--- src/design/mpss_pkg.sv ---
// ============================================================================
// mpss_pkg
// Types and constants shared by the masked patch SAD search block.
// ============================================================================
package mpss_pkg;

   localparam int POS_W        = 8;
   localparam int COLOR_W      = 8;
   localparam int DEPTH_W      = 16;
   localparam int ID_W         = 20;
   localparam int SUM_W        = 24;
   localparam int COUNT_W      = 8;
   // depth difference plus up to three colour differences
   localparam int DIFF_W       = 17;
   localparam int MAX_CHANNELS = 3;
   // power of two: the queue pointers wrap by overflow
   localparam int QUEUE_DEPTH  = 4;

   localparam logic [SUM_W-1:0]   SUM_MAX   = '1;
   localparam logic [COUNT_W-1:0] COUNT_MAX = '1;

   typedef enum logic {
      OP_LOAD = 1'b0,
      OP_CAND = 1'b1
   } op_type;

   typedef struct packed {
      op_type                                op;
      logic                                  in_window;
      logic [POS_W-1:0]                      position;
      logic [MAX_CHANNELS-1:0][COLOR_W-1:0]  color;
      logic [DEPTH_W-1:0]                    depth;
      logic                                  pixel_valid;
      logic [ID_W-1:0]                       candidate_id;
      logic                                  last_in_patch;
      logic                                  last_candidate;
   } beat_type;

   typedef struct packed {
      logic full;
      logic empty;
   } queue_status_type;

endpackage

--- src/design/mpss_queue.sv ---
// ============================================================================
// mpss_queue
// Short FIFO of classified beats between the front and the back.
// ============================================================================
module mpss_queue (
   input  logic                       clock,
   input  logic                       reset,
   input  logic                       push_valid,
   input  mpss_pkg::beat_type         push_beat,
   input  logic                       pop,
   output mpss_pkg::beat_type         head_beat,
   output mpss_pkg::queue_status_type q_status
);
   import mpss_pkg::*;

   localparam int PTR_W = $clog2(QUEUE_DEPTH);

   beat_type         slot_ff [QUEUE_DEPTH];
   logic [PTR_W-1:0] wr_ptr_ff, wr_ptr_in;
   logic [PTR_W-1:0] rd_ptr_ff, rd_ptr_in;
   logic [PTR_W:0]   count_ff, count_in;

   assign q_status.full  = count_ff == (PTR_W+1)'(QUEUE_DEPTH);
   assign q_status.empty = count_ff == '0;
   assign head_beat      = slot_ff[rd_ptr_ff];

   always_comb begin
      wr_ptr_in = push_valid ? wr_ptr_ff + 1'b1 : wr_ptr_ff;
      rd_ptr_in = pop ? rd_ptr_ff + 1'b1 : rd_ptr_ff;
      count_in  = count_ff;
      if (push_valid && !pop) begin
         count_in = count_ff + 1'b1;
      end else if (pop && !push_valid) begin
         count_in = count_ff - 1'b1;
      end
   end

   always_ff @(posedge clock) begin
      if (reset) begin
         wr_ptr_ff <= '0;
         rd_ptr_ff <= '0;
         count_ff  <= '0;
      end else begin
         wr_ptr_ff <= wr_ptr_in;
         rd_ptr_ff <= rd_ptr_in;
         count_ff  <= count_in;
      end
   end

   always_ff @(posedge clock) begin
      if (push_valid) begin
         slot_ff[wr_ptr_ff] <= push_beat;
      end
   end

endmodule

--- config.mk ---
export PLATFORM = sky130hd
export DESIGN_NAME = mpss_queue
export DESIGN_NICKNAME = d
export VERILOG_FILES = /design/src/design/mpss_pkg.sv /design/src/design/mpss_queue.sv
export SDC_FILE = /design/constraint.sdc
export NUM_CORES = 1
export LEC_CHECK = 0
export ABC_AREA = 1
export BUFFER_PORTS_ARGS = -buffer_cell sky130_fd_sc_hd__buf_2
export CAP_MARGIN = 0
export CORE_MARGIN = 5
export CORE_UTILIZATION = 57
export DETAILED_ROUTE_END_ITERATION = 12
export PLACE_DENSITY_LB_ADDON = 0.2
export SETUP_SLACK_MARGIN = 0.4
export SYNTH_ARGS = -nofsm -noshare
export SYNTH_HDL_FRONTEND = slang
export SYNTH_SLANG_ARGS = --single-unit
--- constraint.sdc ---
create_clock -name clock -period 2.71 [get_ports clock]
set_input_delay 0.542 -clock clock [delete_from_list [all_inputs] [get_ports clock]]
set_output_delay 0.542 -clock clock [all_outputs]
set_load 0.02 [all_outputs]
* Word level (Yosys, flattened, before mapping)
Memories as Yosys holds them, arrays and structs flattened. A register that Yosys moved wholly into a read port is not among the register bits. Index checks and enable logic that the tools add are counted.
Word-level totals: bits in registers 7, RAM bits 292, input port bits 77, output and inout port bits 75, logic and storage cells 21, memories kept 1
Memories:
- slot_ff | words 4, bits a word 73, read ports 1, clocked after Yosys merged registers in 1, write ports 1, RTL line mpss_queue.sv:18 | beat_type slot_ff [QUEUE_DEPTH];
Operators by class: add/sub/neg operators 4, equality and inequality tests 1, multiplexer cells 6, reductions and logical operators 6
Operators by type and width (count):
- 3-bit two-way mux | 2
- 2-bit by 1-bit adder with 2-bit output, second input constant | 2
- 2-bit two-way mux | 2
- 3-bit by 1-bit adder with 3-bit output, second input constant | 1
- 3-bit equality test, second input constant | 1
- 3-bit zero test | 1
- 3-bit by 1-bit subtractor with 3-bit output, second input constant | 1
- 1-bit logical AND | 2
- 1-bit zero test | 2
- 1-bit two-way mux | 2
- 2-bit nonzero test | 1

* Logic depth before layout (Yosys ltp)
depth after elaboration 4, gate-level depth with buffers 10, mapped depth without buffers 10

* Least setup slack after synthesis
No wires, ideal clock.
path type reg-to-reg, start register wr_ptr_ff[0], end memory slot_ff[2][0] (netlist bit) (enable), setup time 0.427 ns, arrival 2.004 ns, data required time 2.283 ns, path slack 0.279 ns, stages on the path, launching flop included 5, path buffers 0, period minus slack after synthesis 2.431 ns, cell sequence dfxtp_1 > inv_1 > ha_1 > nand2_1 > inv_1
RTL lines:
- start, declared | RTL line mpss_queue.sv:19 | logic [PTR_W-1:0] wr_ptr_ff, wr_ptr_in;
- start signal, assigned | RTL line mpss_queue.sv:44 | wr_ptr_ff <= wr_ptr_in;
- end, declared | RTL line mpss_queue.sv:18
Straight into the memory's write port.

==> impl_metrics.yaml <==
synthesis:
  syn_nets: 847
  async_flop_share: 0
  synth.cell_area_um2: 11280
  netlist_top_cells_area: "edfxtp_1 (78%), nor2_1 (5.1%), o22ai_1 (4.0%), o21ai_0 (3.7%), o21ai_1 (3.0%)"
  synth_flop_cell: "edfxtp_1"
  synth_top_area_cell: "edfxtp_1"
  yosys-top-cells-count: "edfxtp_1 (292), nor2_1 (152), o21ai_0 (84)"
  synth_cells: 764
  yosysMostFrequentCell: "edfxtp_1"
  synth_edf_count: 292
  avgSynthCellArea_um2: 14.77
  ys_seq_area_frac: 0.7933
  netlist.area_leader.share: 0.7773
  synth_warnings: 0
  synth.distinct_cells: 22
  ys_seq_elements: 301
sta:
  fin_crit_ns: 2.394
  slew_headroom: 0.5711
  worstMarginPinSlew_ns: 0.6433
  grt_setup_unrepaired: "true"
  drv_slew: 0
  skew_ns: 0.01911
  tns_ns: 0
  finalSetupViolCount: 0
  min_period_over_period: 0.8836
  fin_ws_ns: 0.3155
  fmax_ghz: 0.4176
  finalHoldViolCount: 0
die:
  dieArea_um2: 22700
  core-area_um2: 19460
  fp-row-count: 51
  die_w_um: 150.7
  start_util: 0.5796
  ios: 152
  fp.dieH_um: 150.7
layout:
  antenna_cells: 0
  n_fill_cell: 1074
  multi_input_area_um2: 2557
  final_layout_size_suffix_gt1_frac: 0.3726
  register_area_um2: 8956
  final_nets: 1039
  syn2layout_area_growth_pct: 32.53
detailed_routing:
  post-route-drc-count: 0
  drt-total-wl_mm: 30.77
  drt_iter0_markers: 552
  dr.pass1.iters: 5
  vias_per_cell: 6.006
  num_vias: 7459
  wl_per_cell_um: 24.77
  antenna_left: 0
clocking:
  cts_tree: "done"
  htreeDepth: 1
  clock_path_buffers: 3
  clockRootBuffer: "clkbuf_16"
  cts.sinks: 301
  ctsHoldBuffers: 0
  clk_latency_ns: 0.54
  clkTransAtPathRegs_ns: 0.06
  numCtsBuffers: 29
critical_path:
  worstPathMaxFanout: 6
  arrival_ns: 1.85
  critPathTopFamily: "buffers and inverters"
  path_buf_inv: 5
  cp-end-kind: "output pin"
  critical-path-slowest-cell: "dfxtp_4"
  worstSetupPathType: "flop to output pin"
  critPathMaxStageDelay_ns: 0.36
  crit_required_ns: 2.17
  crit_path_start_kind: "flop"
  r2r_slack_ns: 0.88
  path_cells: "buf_12, inv_12, buf_8, clkbuf_16, nor2_1, o22ai_2, buf_4"
grt:
  grt_antenna_before_repair: 5
  grt_max_degree: 47
  first_global_vias: 7083
  grt_util_all_layers: 0.2250
  grt-ovfl-total: 0
  grt_pass1_wl_mm: 38.79
min_path:
  worstHoldPathType: "primary input to flop"
job:
  max_cap_violations: 0
place:
  place_ws_ns: 0.5747
  hpwl_mm: 13.86
  io_buffers: 151
  gp_congestion: 0.7394
power:
  power_density_nw_per_um2: 714.1
  p_leak_nw: 5.320
  peakVddDrop_uv: 626.3
outcome:
  status: "complete, no violations"
worst reg2reg max path, stage by stage, from the launching register on:
cell and delay [ns]:
dfxtp_1 0.33, ha_1 0.20, nand2_1 0.11, clkinvlp_4 0.51
buf_4 0.42
report_power, final:
group,switching (mW),total (mW),internal (mW)
Combinational,0.958,1.64,0.681
Clock,1.58,3.65,2.07
Sequential,0.0695,5.39,5.32
registers in the layout, indices dropped and copies added, names as in the netlist, named ones only:
signal	flops
count_ff	3
rd_ptr_ff	2
slot_ff	292
wr_ptr_ff	2
repair_timing:
action	4_1_cts	5_1_grt
pin swaps	8	42
buffers inserted	10	3
hold endpoints to repair	0	0
gates resized for setup	116	179
setup endpoints to repair	73	73
cloned	7	19
final cells by class:
type | count | area share
Clock buffer | 42 | 0.05180
Clock inverter | 10 | 0.004938
Inverter | 17 | 0.006946
Multi-Input combinational cell | 399 | 0.1711
Sequential cell | 301 | 0.5990
Tap cell | 265 | 0.02218
Timing Repair Buffer | 208 | 0.1440
metal layers:
metal  global-route usage  share of wire
met5                    0         0.0020
met4              0.07797          0.028
met3              0.05027          0.086
met2               0.3644           0.51
met1               0.3054           0.37
cells by family after synthesis:
group / Yosys count / synth area share
xor gates and xnor gates: 1 / 0.0007765
buffers and inverters: 64 / 0.03438
adders and majority gates: 6 / 0.007320
DFF: 301 / 0.7933
and+or+nand+nor: 165 / 0.05546
AOI/OAI and AO/OA: 227 / 0.1088
cells in the final DEF, fill, tap and decap left out, types with 2 or more instances in the layout:
| cell type | count |
|---|---|
| o21ai_2 | 39 |
| clkbuf_16 | 44 |
| nor2_1 | 125 |
| buf_2 | 78 |
| clkbuf_1 | 13 |
| clkinvlp_4 | 5 |
| o22ai_1 | 34 |
| o21ai_0 | 70 |
| nor3_1 | 2 |
| clkinv_1 | 6 |
| buf_16 | 10 |
| o21ai_4 | 10 |
| inv_1 | 11 |
| nor2_4 | 7 |
| o22ai_2 | 38 |
| edfxtp_1 | 292 |
| buf_8 | 3 |
| nand2_1 | 9 |
| o21ai_1 | 32 |
| dfxtp_1 | 7 |
| buf_6 | 37 |
| a21oi_1 | 3 |
| nor2_2 | 20 |
| buf_12 | 13 |
| buf_4 | 52 |
| ha_1 | 5 |
| dfxtp_4 | 2 |
metrics by stage:
step | cells | hold WS (ns) | instance area [µm²] | util | power (mW)
2_1_floorplan | 764 | 0.4115 | 11300 | - | 6.129
3_3_place_gp | 1151 | 0.4229 | 12280 | 0.6308 | 6.490
3_5_place_dp | 1151 | 0.4341 | 12280 | 0.6308 | 6.534
4_1_cts | 1220 | 0.1614 | 13780 | 0.7081 | 10.33
5_1_grt | 1242 | 0.1846 | 14950 | 0.7682 | 11.03
6_report | 1242 | 0.1868 | 14950 | 0.7682 | 10.68
worst paths after layout:
kind / start / to / depth (start not counted)
min reg2reg: rd_ptr_ff[1] / flop / 1
max reg2reg: wr_ptr_ff[0] / slot_ff[3][17] / 4
max: flop / head_beat[34] / 7
min: reset / count_ff[0] / 2
Note: power is estimated with default switching activity, not from simulation.
