### src/design/mpss_pkg.sv
// ============================================================================
// mpss_pkg
// Types and constants shared by the masked patch SAD search block.
// ============================================================================
package mpss_pkg;

   localparam int POS_W        = 8;
   localparam int COLOR_W      = 8;
   localparam int DEPTH_W      = 16;
   localparam int ID_W         = 20;
   localparam int SUM_W        = 24;
   localparam int COUNT_W      = 8;
   // depth difference plus up to three colour differences
   localparam int DIFF_W       = 17;
   localparam int MAX_CHANNELS = 3;
   // power of two: the queue pointers wrap by overflow
   localparam int QUEUE_DEPTH  = 4;

   localparam logic [SUM_W-1:0]   SUM_MAX   = '1;
   localparam logic [COUNT_W-1:0] COUNT_MAX = '1;

   typedef enum logic {
      OP_LOAD = 1'b0,
      OP_CAND = 1'b1
   } op_type;

   typedef struct packed {
      op_type                                op;
      logic                                  in_window;
      logic [POS_W-1:0]                      position;
      logic [MAX_CHANNELS-1:0][COLOR_W-1:0]  color;
      logic [DEPTH_W-1:0]                    depth;
      logic                                  pixel_valid;
      logic [ID_W-1:0]                       candidate_id;
      logic                                  last_in_patch;
      logic                                  last_candidate;
   } beat_type;

   typedef struct packed {
      logic full;
      logic empty;
   } queue_status_type;

endpackage

### src/design/mpss_front.sv
// ============================================================================
// mpss_front
// Accepts request beats, classifies them and hands them to the queue.
// Loads outside the patch window are dropped here.
// ============================================================================
module mpss_front #(
   parameter int PATCH_WINDOW = 225
) (
   input  logic                      clock,
   input  logic                      reset,
   input  logic                      req_valid,
   output logic                      req_ready,
   input  logic                      req_cmd,
   input  logic [7:0]                req_position,
   input  logic [7:0]                req_color_red,
   input  logic [7:0]                req_color_green,
   input  logic [7:0]                req_color_blue,
   input  logic [15:0]               req_depth_value,
   input  logic                      req_pixel_valid,
   input  logic [19:0]               req_candidate_id,
   input  logic                      req_last_in_patch,
   input  logic                      req_last_candidate,
   input  mpss_pkg::queue_status_type q_status,
   output logic                      push_valid,
   output mpss_pkg::beat_type        push_beat
);
   import mpss_pkg::*;

   localparam logic [POS_W-1:0] WINDOW_LIMIT = POS_W'(PATCH_WINDOW);

   logic     front_valid_ff, front_valid_in;
   beat_type front_beat_ff, front_beat_in;
   logic     accept, keep, push;

   assign push       = front_valid_ff && !q_status.full;
   assign req_ready  = !front_valid_ff || push;
   assign accept     = req_valid && req_ready;
   assign push_valid = push;
   assign push_beat  = front_beat_ff;

   always_comb begin
      front_beat_in.op             = (req_cmd == OP_LOAD) ? OP_LOAD : OP_CAND;
      front_beat_in.in_window      = req_position < WINDOW_LIMIT;
      front_beat_in.position       = req_position;
      front_beat_in.color[0]       = req_color_red;
      front_beat_in.color[1]       = req_color_green;
      front_beat_in.color[2]       = req_color_blue;
      front_beat_in.depth          = req_depth_value;
      front_beat_in.pixel_valid    = req_pixel_valid;
      front_beat_in.candidate_id   = req_candidate_id;
      front_beat_in.last_in_patch  = req_last_in_patch;
      front_beat_in.last_candidate = req_last_candidate;
      // drop loads that fall outside the window
      keep = !(front_beat_in.op == OP_LOAD && !front_beat_in.in_window);
   end

   always_comb begin
      front_valid_in = front_valid_ff;
      if (accept) begin
         front_valid_in = keep;
      end else if (push) begin
         front_valid_in = 1'b0;
      end
   end

   always_ff @(posedge clock) begin
      if (reset) begin
         front_valid_ff <= 1'b0;
      end else begin
         front_valid_ff <= front_valid_in;
      end
   end

   always_ff @(posedge clock) begin
      if (accept) begin
         front_beat_ff <= front_beat_in;
      end
   end

endmodule

### config.mk
export PLATFORM = sky130hd
export DESIGN_NAME = mpss_front
export DESIGN_NICKNAME = d
export VERILOG_FILES = /design/src/design/mpss_pkg.sv /design/src/design/mpss_front.sv
export SDC_FILE = /design/constraint.sdc
export NUM_CORES = 1
export LEC_CHECK = 0
export ABC_AREA = 1
export BUFFER_PORTS_ARGS = -buffer_cell sky130_fd_sc_hd__buf_2
export CAP_MARGIN = 20
export CORE_ASPECT_RATIO = 0.8
export CORE_MARGIN = 1.5
export CORE_UTILIZATION = 44
export CTS_CLUSTER_DIAMETER = 30
export DETAILED_ROUTE_END_ITERATION = 10
export PLACE_DENSITY = 0.85
export SLEW_MARGIN = 10
export SYNTH_ARGS = -nofsm -noshare
export SYNTH_HDL_FRONTEND = slang
export SYNTH_SLANG_ARGS = --single-unit
### constraint.sdc
create_clock -name clock -period 7.49 [get_ports clock]
set_input_delay 0 -clock clock [delete_from_list [all_inputs] [get_ports clock]]
set_output_delay 0 -clock clock [all_outputs]
set_load 0.005 [all_outputs]
# After elaboration in Yosys (flattened, before gate mapping)

Index checks and enable logic that the tools add are counted.

Bits in registers: 74
Word-level logic and storage cells: 26

Magnitude comparators: 1
Muxes and demuxes: 3
Bitwise operators: 1
Reduce and logical (&&, ||, !) cells: 9

Operators by type and width:

| kind                 | number |
|---|---|
| $lt A8 B8 Y1 const B | 1 |
| $logic_not A1 Y1     | 4 |
| $logic_and A1 B1 Y1  | 3 |
| $mux W1              | 3 |
| $reduce_bool A2 Y1   | 1 |
| $logic_or A1 B1 Y1   | 1 |
| $not A1 Y1           | 1 |

# Longest topological paths before layout

Gate-level depths: netlist of the first run.

Word-level depth: 5
Depth in mapped cells: 5
Gate-level depth less buffers: 5

# Least setup slack after synthesis of the first run

No wires, ideal clock.

Kind: reg2reg
From: register front_valid_ff
To: register front_beat_ff (netlist bit push_beat[0]) (enable)
Data arrival time: 2.135 ns
Slack: 4.917 ns
Stages on the path, launching flop included: 3
Buffers on the path: 0
Clock period less this slack: 2.573 ns
Cell sequence: dfxtp_1 > nand2_1 > and2_1

Word-level cells in the longest chain between the ends: 3
Elaborated cells on any way between the ends: 4
Those cells by class: reduce/logical (4)

RTL lines:

| element                                                 | line                               | RTL |
|---|---|---|
| start, declared                                         | mpss_front.sv:31                   | `logic front_valid_ff, front_valid_in;` |
| start signal, assigned                                  | mpss_front.sv:70                   | `front_valid_ff <= front_valid_in;` |
| $logic_not A1 Y1 or $logic_and A1 B1 Y1 (tied branches) | mpss_front.sv:36, mpss_front.sv:35 |  |
| $logic_or A1 B1 Y1 *                                    | mpss_front.sv:36                   | `assign req_ready = !front_valid_ff \|\| push;` |
| net req_ready                                           | mpss_front.sv:12                   | `output logic req_ready,` |
| $logic_and A1 B1 Y1 *                                   | mpss_front.sv:37                   | `assign accept = req_valid && req_ready;` |
| net accept                                              | mpss_front.sv:33                   | `logic accept, keep, push;` |
| end signal, assigned                                    | mpss_front.sv:76                   | `front_beat_ff <= front_beat_in;` |
| end, declared                                           | mpss_front.sv:32                   | `beat_type front_beat_ff, front_beat_in;` |

The timed path passes the listed nets; every way through them passes the cells marked *.
A chain may end at the register's enable or synchronous reset.

# Worst setup path in the final report of the first run

From: register front_valid_ff
To: register front_beat_ff (netlist bit push_beat[12]) (enable)

Word-level cells in the longest chain between the ends: 3
Elaborated cells on any way between the ends: 4
Those cells by class: reduce/logical (4)

RTL lines:

| element                                                 | line |
|---|---|
| $logic_not A1 Y1 or $logic_and A1 B1 Y1 (tied branches) | mpss_front.sv:36, mpss_front.sv:35 |
| $logic_or A1 B1 Y1 *                                    | mpss_front.sv:36 |
| $logic_and A1 B1 Y1 *                                   | mpss_front.sv:37 |
| net accept                                              | mpss_front.sv:33 |

Marks and branches as above.

==> results of run 1 <==
[cell families after synthesis]
kind of cell,synth area share [%]
flops,96.82
simple gates,2.136
compound gates,0.3834
buf+inv,0.6570
[critical path, stage by stage (launching register included)]
cell	delay, ps
dfxtp_1	320
nand2_1	110
and2_4	760
[per-layer routing]
layer / vias up / part of all wire, % / GRT usage (%)
li1: 819 / - / -
met5: - / 0 / 0
met4: 0 / 1.0 / 8.811
met2: 119 / 50 / 39.72
met3: 10 / 11 / 12.96
met1: 809 / 38 / 25.00
[sequential cells by signal (all words and copies together) (netlist names)]
signal	cells
front_valid_ff	1
push_beat	73
[stage by stage]
| stage | instance area, µm² | hold slack (ps) |
|---|---|---|
| after CTS | 4064 | 231.9 |
| after detailed placement | 3115 | 171.0 |
| after floorplan | 2285 | 31.10 |
| after global placement | 3115 | 161.0 |
| final | 4064 | 248.4 |
| after global routing | 4064 | 266.7 |
[power breakdown]
part           internal (mW)  switching (mW)  total, mW
clock                  0.184           0.139      0.323
sequential             0.484         0.00670      0.491
combinational         0.0547          0.0365     0.0912
total                  0.723           0.183      0.905
[layout by cell type (no fill, tap or decap)]
cell type      synthesis  routed
edfxtp_1              73      73
nand2_1                4       4
clkinv_1               0       3
clkinvlp_4             0       1
dfxtp_1                1       1
and2_4                 0       1
clkbuf_8               0       9
nor2_2                 1       1
inv_1                  4       4
buf_2                  0     150
nor2_1                 3       3
dlygate4sd3_1          0      74
clkinv_2               0       1
a21oi_2                1       1
bufinv_16              0       2
nand3_1                2       2
[final timing paths]
kind | startpoint | to | slack, ps | cells after the start
setup / recovery | front_valid_ff$_SDFFE_PP0P_ | push_beat[12]$_DFFE_PP_ | 5890 | 2
setup reg to reg | front_valid_ff$_SDFFE_PP0P_ | push_beat[12]$_DFFE_PP_ | 5890 | 2
hold / removal | q_status[1] | push_valid | 250 | 3
hold reg to reg | front_valid_ff$_SDFFE_PP0P_ | front_valid_ff$_SDFFE_PP0P_ | 1110 | 3
[cell type report]
class / instances / area (µm²) / area share [%]
Clock buffer: 9 / 123.9 / 3.048
Clock inverter: 7 / 83.83 / 2.063
Inverter: 4 / 15.01 / 0.3695
Multi-Input combinational cell: 12 / 60.06 / 1.478
Sequential cell: 74 / 2212 / 54.43
Tap cell: 62 / 77.57 / 1.909
Timing Repair Buffer: 224 / 1491 / 36.70
[cell usage after synthesis]
master	count	area, µm²
nand2_1	4	15.01
and2_1	1	6.260
nor2_2	1	6.260
edfxtp_1	73	2192
nor2_1	3	11.26
a21oi_2	1	8.760
inv_1	4	15.01
nand3_1	2	10.01
dfxtp_1	1	20.02
[repair_timing]
| action | CTS | global route |
|---|---|---|
| endpoints found under the hold margin | 74 | 0 |
| hold buffers | 74 | 0 |
| setup endpoints to repair | 0 | 0 |
| setup buffers | 0 | 0 |
==> reports/qor.yml, run 1 <==
fin_ws_ps: 5885
max_freq_mhz: 623.2
cts_buffers: 9
start_kind: "flop"
grt_pass1_wl_um: 9370
outcome: "finished, final reports clean"
cts.repair.resized: 0
num_rows: 23
rsz0062_at_grt: "no"
start_util_pct: 45.63
viasPerCell: 4.482
num_io_pins: 152
grtUsageTotal_pct: 23.37
total_power_uw: 905.2
clk_pin_slew_ps: 70
die_w_um: 83.57
peakVddDrop_v: 0.0001528
p_leak_nw: 1.758
layout-drive-gt1-share_pct: 50.30
insertion_delay_ps: 340
final_util_pct: 81.16
synthesis.area_mm2: 0.002285
die_area_mm2: 0.005636
num-nets-final: 402
finalHoldViolations: 0
power_per_cell_area_mw_per_mm2: 222.8
fin_skew_ps: 4.815
syn_avg_cell_area_um2: 25.39
critPathKind: "reg -> reg"
fin_crit_ps: 1605
setup_viol: 0
coreArea_mm2: 0.005007
antenna_found_initial: 0
cp_max_fo: 73
clockBufferDepth: 2
final.setup.tns_ps: 0
worst_setup_path_end_kind: "flop"
fin_cells: 392
clk_root_buffer_cell: "clkbuf_8"
drc: 0
yosysSeqAreaShare_pct: 96.82
maxSlewViolCount: 0
dp_hpwl_um: 3510
drt-total-wl_um: 6289
max_cap_violations: 0
hold_path.class: "in -> out"
htreeDepth: 3
grt.overflow.total: 0
cp_data_arrival_time_ps: 1570
slew_headroom_pct: 39.50
antenna_left: 0
grt_pass1_vias: 1846
grt_max_degree: 74
dp_cells: 302
place.port_buffers: 150
gp_congestion: 0.6830
fillCellCount: 284
synthCells: 90
worst_ep_required_time_ps: 7460
area_growth_pct: 77.88
wl_per_cell_um: 16.04
first_iter_violations: 81
synth_nets: 167
firstDrtPassIters: 4
synth-seq-cells: 74
yosys_warnings: 0
insertedDiodeCount: 0
tightest_slew_ps: 907.4
post-place-ws_ps: 5887
cts_sinks: 74
vias: 1757
ys_types: 9
cts_tree: "done"
die_y_um: 67.45
min_period_over_period_pct: 21.42
(Power assumes the default switching activity.)
==> run 2: changes to the inputs <==
--- a/config.mk
+++ b/config.mk
@@ -5,15 +5,15 @@
 export SDC_FILE = /design/constraint.sdc
 export NUM_CORES = 1
 export LEC_CHECK = 0
-export ABC_AREA = 1
+export ABC_AREA = 0
 export BUFFER_PORTS_ARGS = -buffer_cell sky130_fd_sc_hd__buf_2
 export CAP_MARGIN = 20
 export CORE_ASPECT_RATIO = 0.8
 export CORE_MARGIN = 1.5
-export CORE_UTILIZATION = 44
+export CORE_UTILIZATION = 41
 export CTS_CLUSTER_DIAMETER = 30
 export DETAILED_ROUTE_END_ITERATION = 10
-export PLACE_DENSITY = 0.85
+export PLACE_DENSITY = 0.8
 export SLEW_MARGIN = 10
 export SYNTH_ARGS = -nofsm -noshare
 export SYNTH_HDL_FRONTEND = slang
==> constraint.sdc (replaced) <==
create_clock -name clock -period 1.6 [get_ports clock]
set_input_delay 0 -clock clock [delete_from_list [all_inputs] [get_ports clock]]
set_output_delay 0 -clock clock [all_outputs]
set_load 0.005 [all_outputs]
==> reports/qor.yml, run 2 <==
outcome: "finished, final reports clean"  # unchanged
grt_busiest_layer: "met2"  # unchanged
cts_tree: "done"  # unchanged
syn_avg_cell_area_um2: 26.83  # was 25.39 µm²
insertedDiodeCount: 0  # unchanged
start_kind: "primary input"  # was flop
worst_path_max_delay_cell: "dlygate4sd3_1"  # was and2_4
gp_congestion: 0.7533  # was 0.6830
start_util_pct: 42.20  # was 45.63%
synth_nets: 162  # was 167
antenna_found_initial: 0  # unchanged
synth-seq-cells: 74  # unchanged
die_y_um: 69.72  # was 67.45 µm
post-place-ws_ps: 422.3  # was 5887 ps
num_rows: 24  # was 23
synth_top_area_cell: "edfxtp_1"  # unchanged
dp_cells: 302  # unchanged
final.setup.tns_ps: 0  # unchanged
antenna_left: 0  # unchanged
worst_ep_required_time_ps: 1900  # was 7460 ps
fillCellCount: 309  # was 284
num_io_pins: 152  # unchanged
post-cts-setup-buffers: 0  # unchanged
reg2reg_from: "front_valid_ff$_SDFFE_PP0P_"  # unchanged
grt_pass1_vias: 1993  # was 1846
rsz0062_at_grt: "no"  # unchanged
fin_crit_ps: 1492
power_per_cell_area_mw_per_mm2: 992.1  # was 222.8 mW/mm²
vias: 1788  # was 1757
worstHoldStart: "q_status[1]"  # unchanged
grt.met1_usage_pct: 22.69  # was 25.00%
num-nets-final: 399  # was 402
synthArstFlopShare_pct: 0  # unchanged
fin_cells: 392  # unchanged
finalHoldViolations: 0  # unchanged
use_met3_pct: 13.57  # was 12.96%
die_area_mm2: 0.006023  # was 0.005636 mm²
yosys_most_used_dff: "edfxtp_1"  # unchanged
use_met2_pct: 43.32  # was 39.72%
crit_chain: "dlygate4sd3_1, buf_2, nor2_1, nand2_1, a311oi_2, dlygate4sd3_1"  # was nand2_1, and2_4
layout.cells.most_common: "buf_2"  # unchanged
yosysMostFrequentCell: "edfxtp_1"  # unchanged
clockBufferDepth: 2  # unchanged
yosysSeqAreaShare_pct: 96.98  # was 96.82%
p_leak_nw: 1.735  # was 1.758 nW
clk_pin_slew_ps: 80  # was 70 ps
netlist.area_leader.share_pct: 96.11  # was 95.95%
critPathKind: "in -> reg"  # was reg -> reg
yosys_warnings: 0  # unchanged
ctsHoldBuffers: 74  # unchanged
worst_setup_path_end_kind: "flop"  # unchanged
fin_skew_ps: 10.58  # was 4.815 ps
layout-drive-gt1-share_pct: 51.68  # was 50.30%
hold_path.class: "in -> out"  # unchanged
wl_per_cell_um: 17.87  # was 16.04 µm
viasPerCell: 4.561  # was 4.482
setup_viol: 0  # unchanged
slew_headroom_pct: 80.99  # was 39.50%
cts.repair.resized: 0  # unchanged
insertion_delay_ps: 350  # was 340 ps
clk_root_buffer_cell: "clkbuf_8"  # unchanged
placed_cell_area_mm2: 0.003143  # was 0.003115 mm²
drc: 0  # unchanged
final_area_mm2: 0.004058  # was 0.004064 mm²
cp_data_arrival_time_ps: 1790  # was 1570 ps
synthTopCellsByCount: "edfxtp_1, nand2_1, a21oi_1"  # was edfxtp_1, inv_1, nand2_1, nor2_1, nand3_1
ys_types: 10  # was 9
grt_max_degree: 55  # was 74
crit_path_start: "req_position[1]"  # was front_valid_ff$_SDFFE_PP0P_
min_period_over_period_pct: 93.27
cp_max_fo: 2  # was 73
grt.overflow.total: 0  # unchanged
synthesis.area_mm2: 0.002281  # was 0.002285 mm²
fin_ws_ps: 107.7  # was 5885 ps
grtUsageTotal_pct: 24.12  # was 23.37%
maxSlewViolCount: 0  # unchanged
tightest_slew_ps: 285.1  # was 907.4 ps
synth_area_leaders: "edfxtp_1, dfxtp_1, a311oi_2, nand2_1, a21oi_1"  # was edfxtp_1, dfxtp_1, inv_1, nand2_1, nor2_1
max_cap_violations: 0  # unchanged
cpMostUsedCell: "dlygate4sd3_1"
synthCells: 85  # was 90
synth_edf_count: 73  # unchanged
htreeDepth: 3  # unchanged
area_growth_pct: 77.89  # was 77.88%
place.port_buffers: 150  # unchanged
coreArea_mm2: 0.005405  # was 0.005007 mm²
grt_pass1_wl_um: 10130  # was 9370 µm
cts_buffers: 9  # unchanged
dp_hpwl_um: 3671  # was 3510 µm
cts_sinks: 74  # unchanged
max_freq_mhz: 670.1
slowest_delay_ps: 570  # was 760 ps
layout_common_cells: "buf_2, dlygate4sd3_1, edfxtp_1"  # unchanged
peakVddDrop_v: 0.0007861  # was 0.0001528 V
first_iter_violations: 66  # was 81
drt-total-wl_um: 7004  # was 6289 µm
die_w_um: 86.39  # was 83.57 µm
largest_register_ffs: 73  # unchanged
firstDrtPassIters: 5  # was 4
run 2: final timing paths:
path / slack [ps] / to / cells past startpoint
worst max-delay path: 110 / front_valid_ff$_SDFFE_PP0P_ / 6
worst min-delay path: 290 / push_valid / 3
worst max register to register: 170 / front_valid_ff$_SDFFE_PP0P_ / 3
worst min register to register: 1030 / push_beat[64]$_DFFE_PP_ / 3
run 2: kinds of logic after synthesis:
logic type | synth area share, %
flops | 96.98
simple gates | 1.920
compound gates | 1.097
run 2: critical path, delay by kind of cell:
kind	cells	cell delay, ps
AOI/OAI and AO/OA	1	230
buffers and inverters	3	1260
and+or+nand+nor	2	300
run 2: stage by stage:
stage	hold WS [ps]	power [mW]	util [%]
final	291.2	4.026	75.07
after global routing	291.0	4.163	75.07
after CTS	267.8	4.023	75.07
after detailed placement	178.1	2.626	58.15
after global placement	173.1	2.612	58.15
after floorplan	30.23	2.399	-
run 2: per-layer routing:
layer  vias to the layer above  wire length (µm)
li1                        818                 -
met1                       851              2285
met2                       103              3868
met3                        16               707
met4                         0               143
met5                         -                 0
run 2: layout make-up:
| cell class | instances | area [µm²] | share of cell area (%) |
|---|---|---|---|
| clock buffer | 12 | 145.1 | 3.577 |
| tap | 65 | 81.33 | 2.004 |
| timing repair buffer | 226 | 1519 | 37.43 |
| sequential | 74 | 2212 | 54.52 |
| clock inverter | 4 | 28.78 | 0.7092 |
| multi-input combinational | 11 | 71.32 | 1.758 |
run 2: power breakdown:
part	internal [mW]	switching (mW)
Sequential	2.27	0.0323
Clock	0.606	0.674
Combinational	0.266	0.182
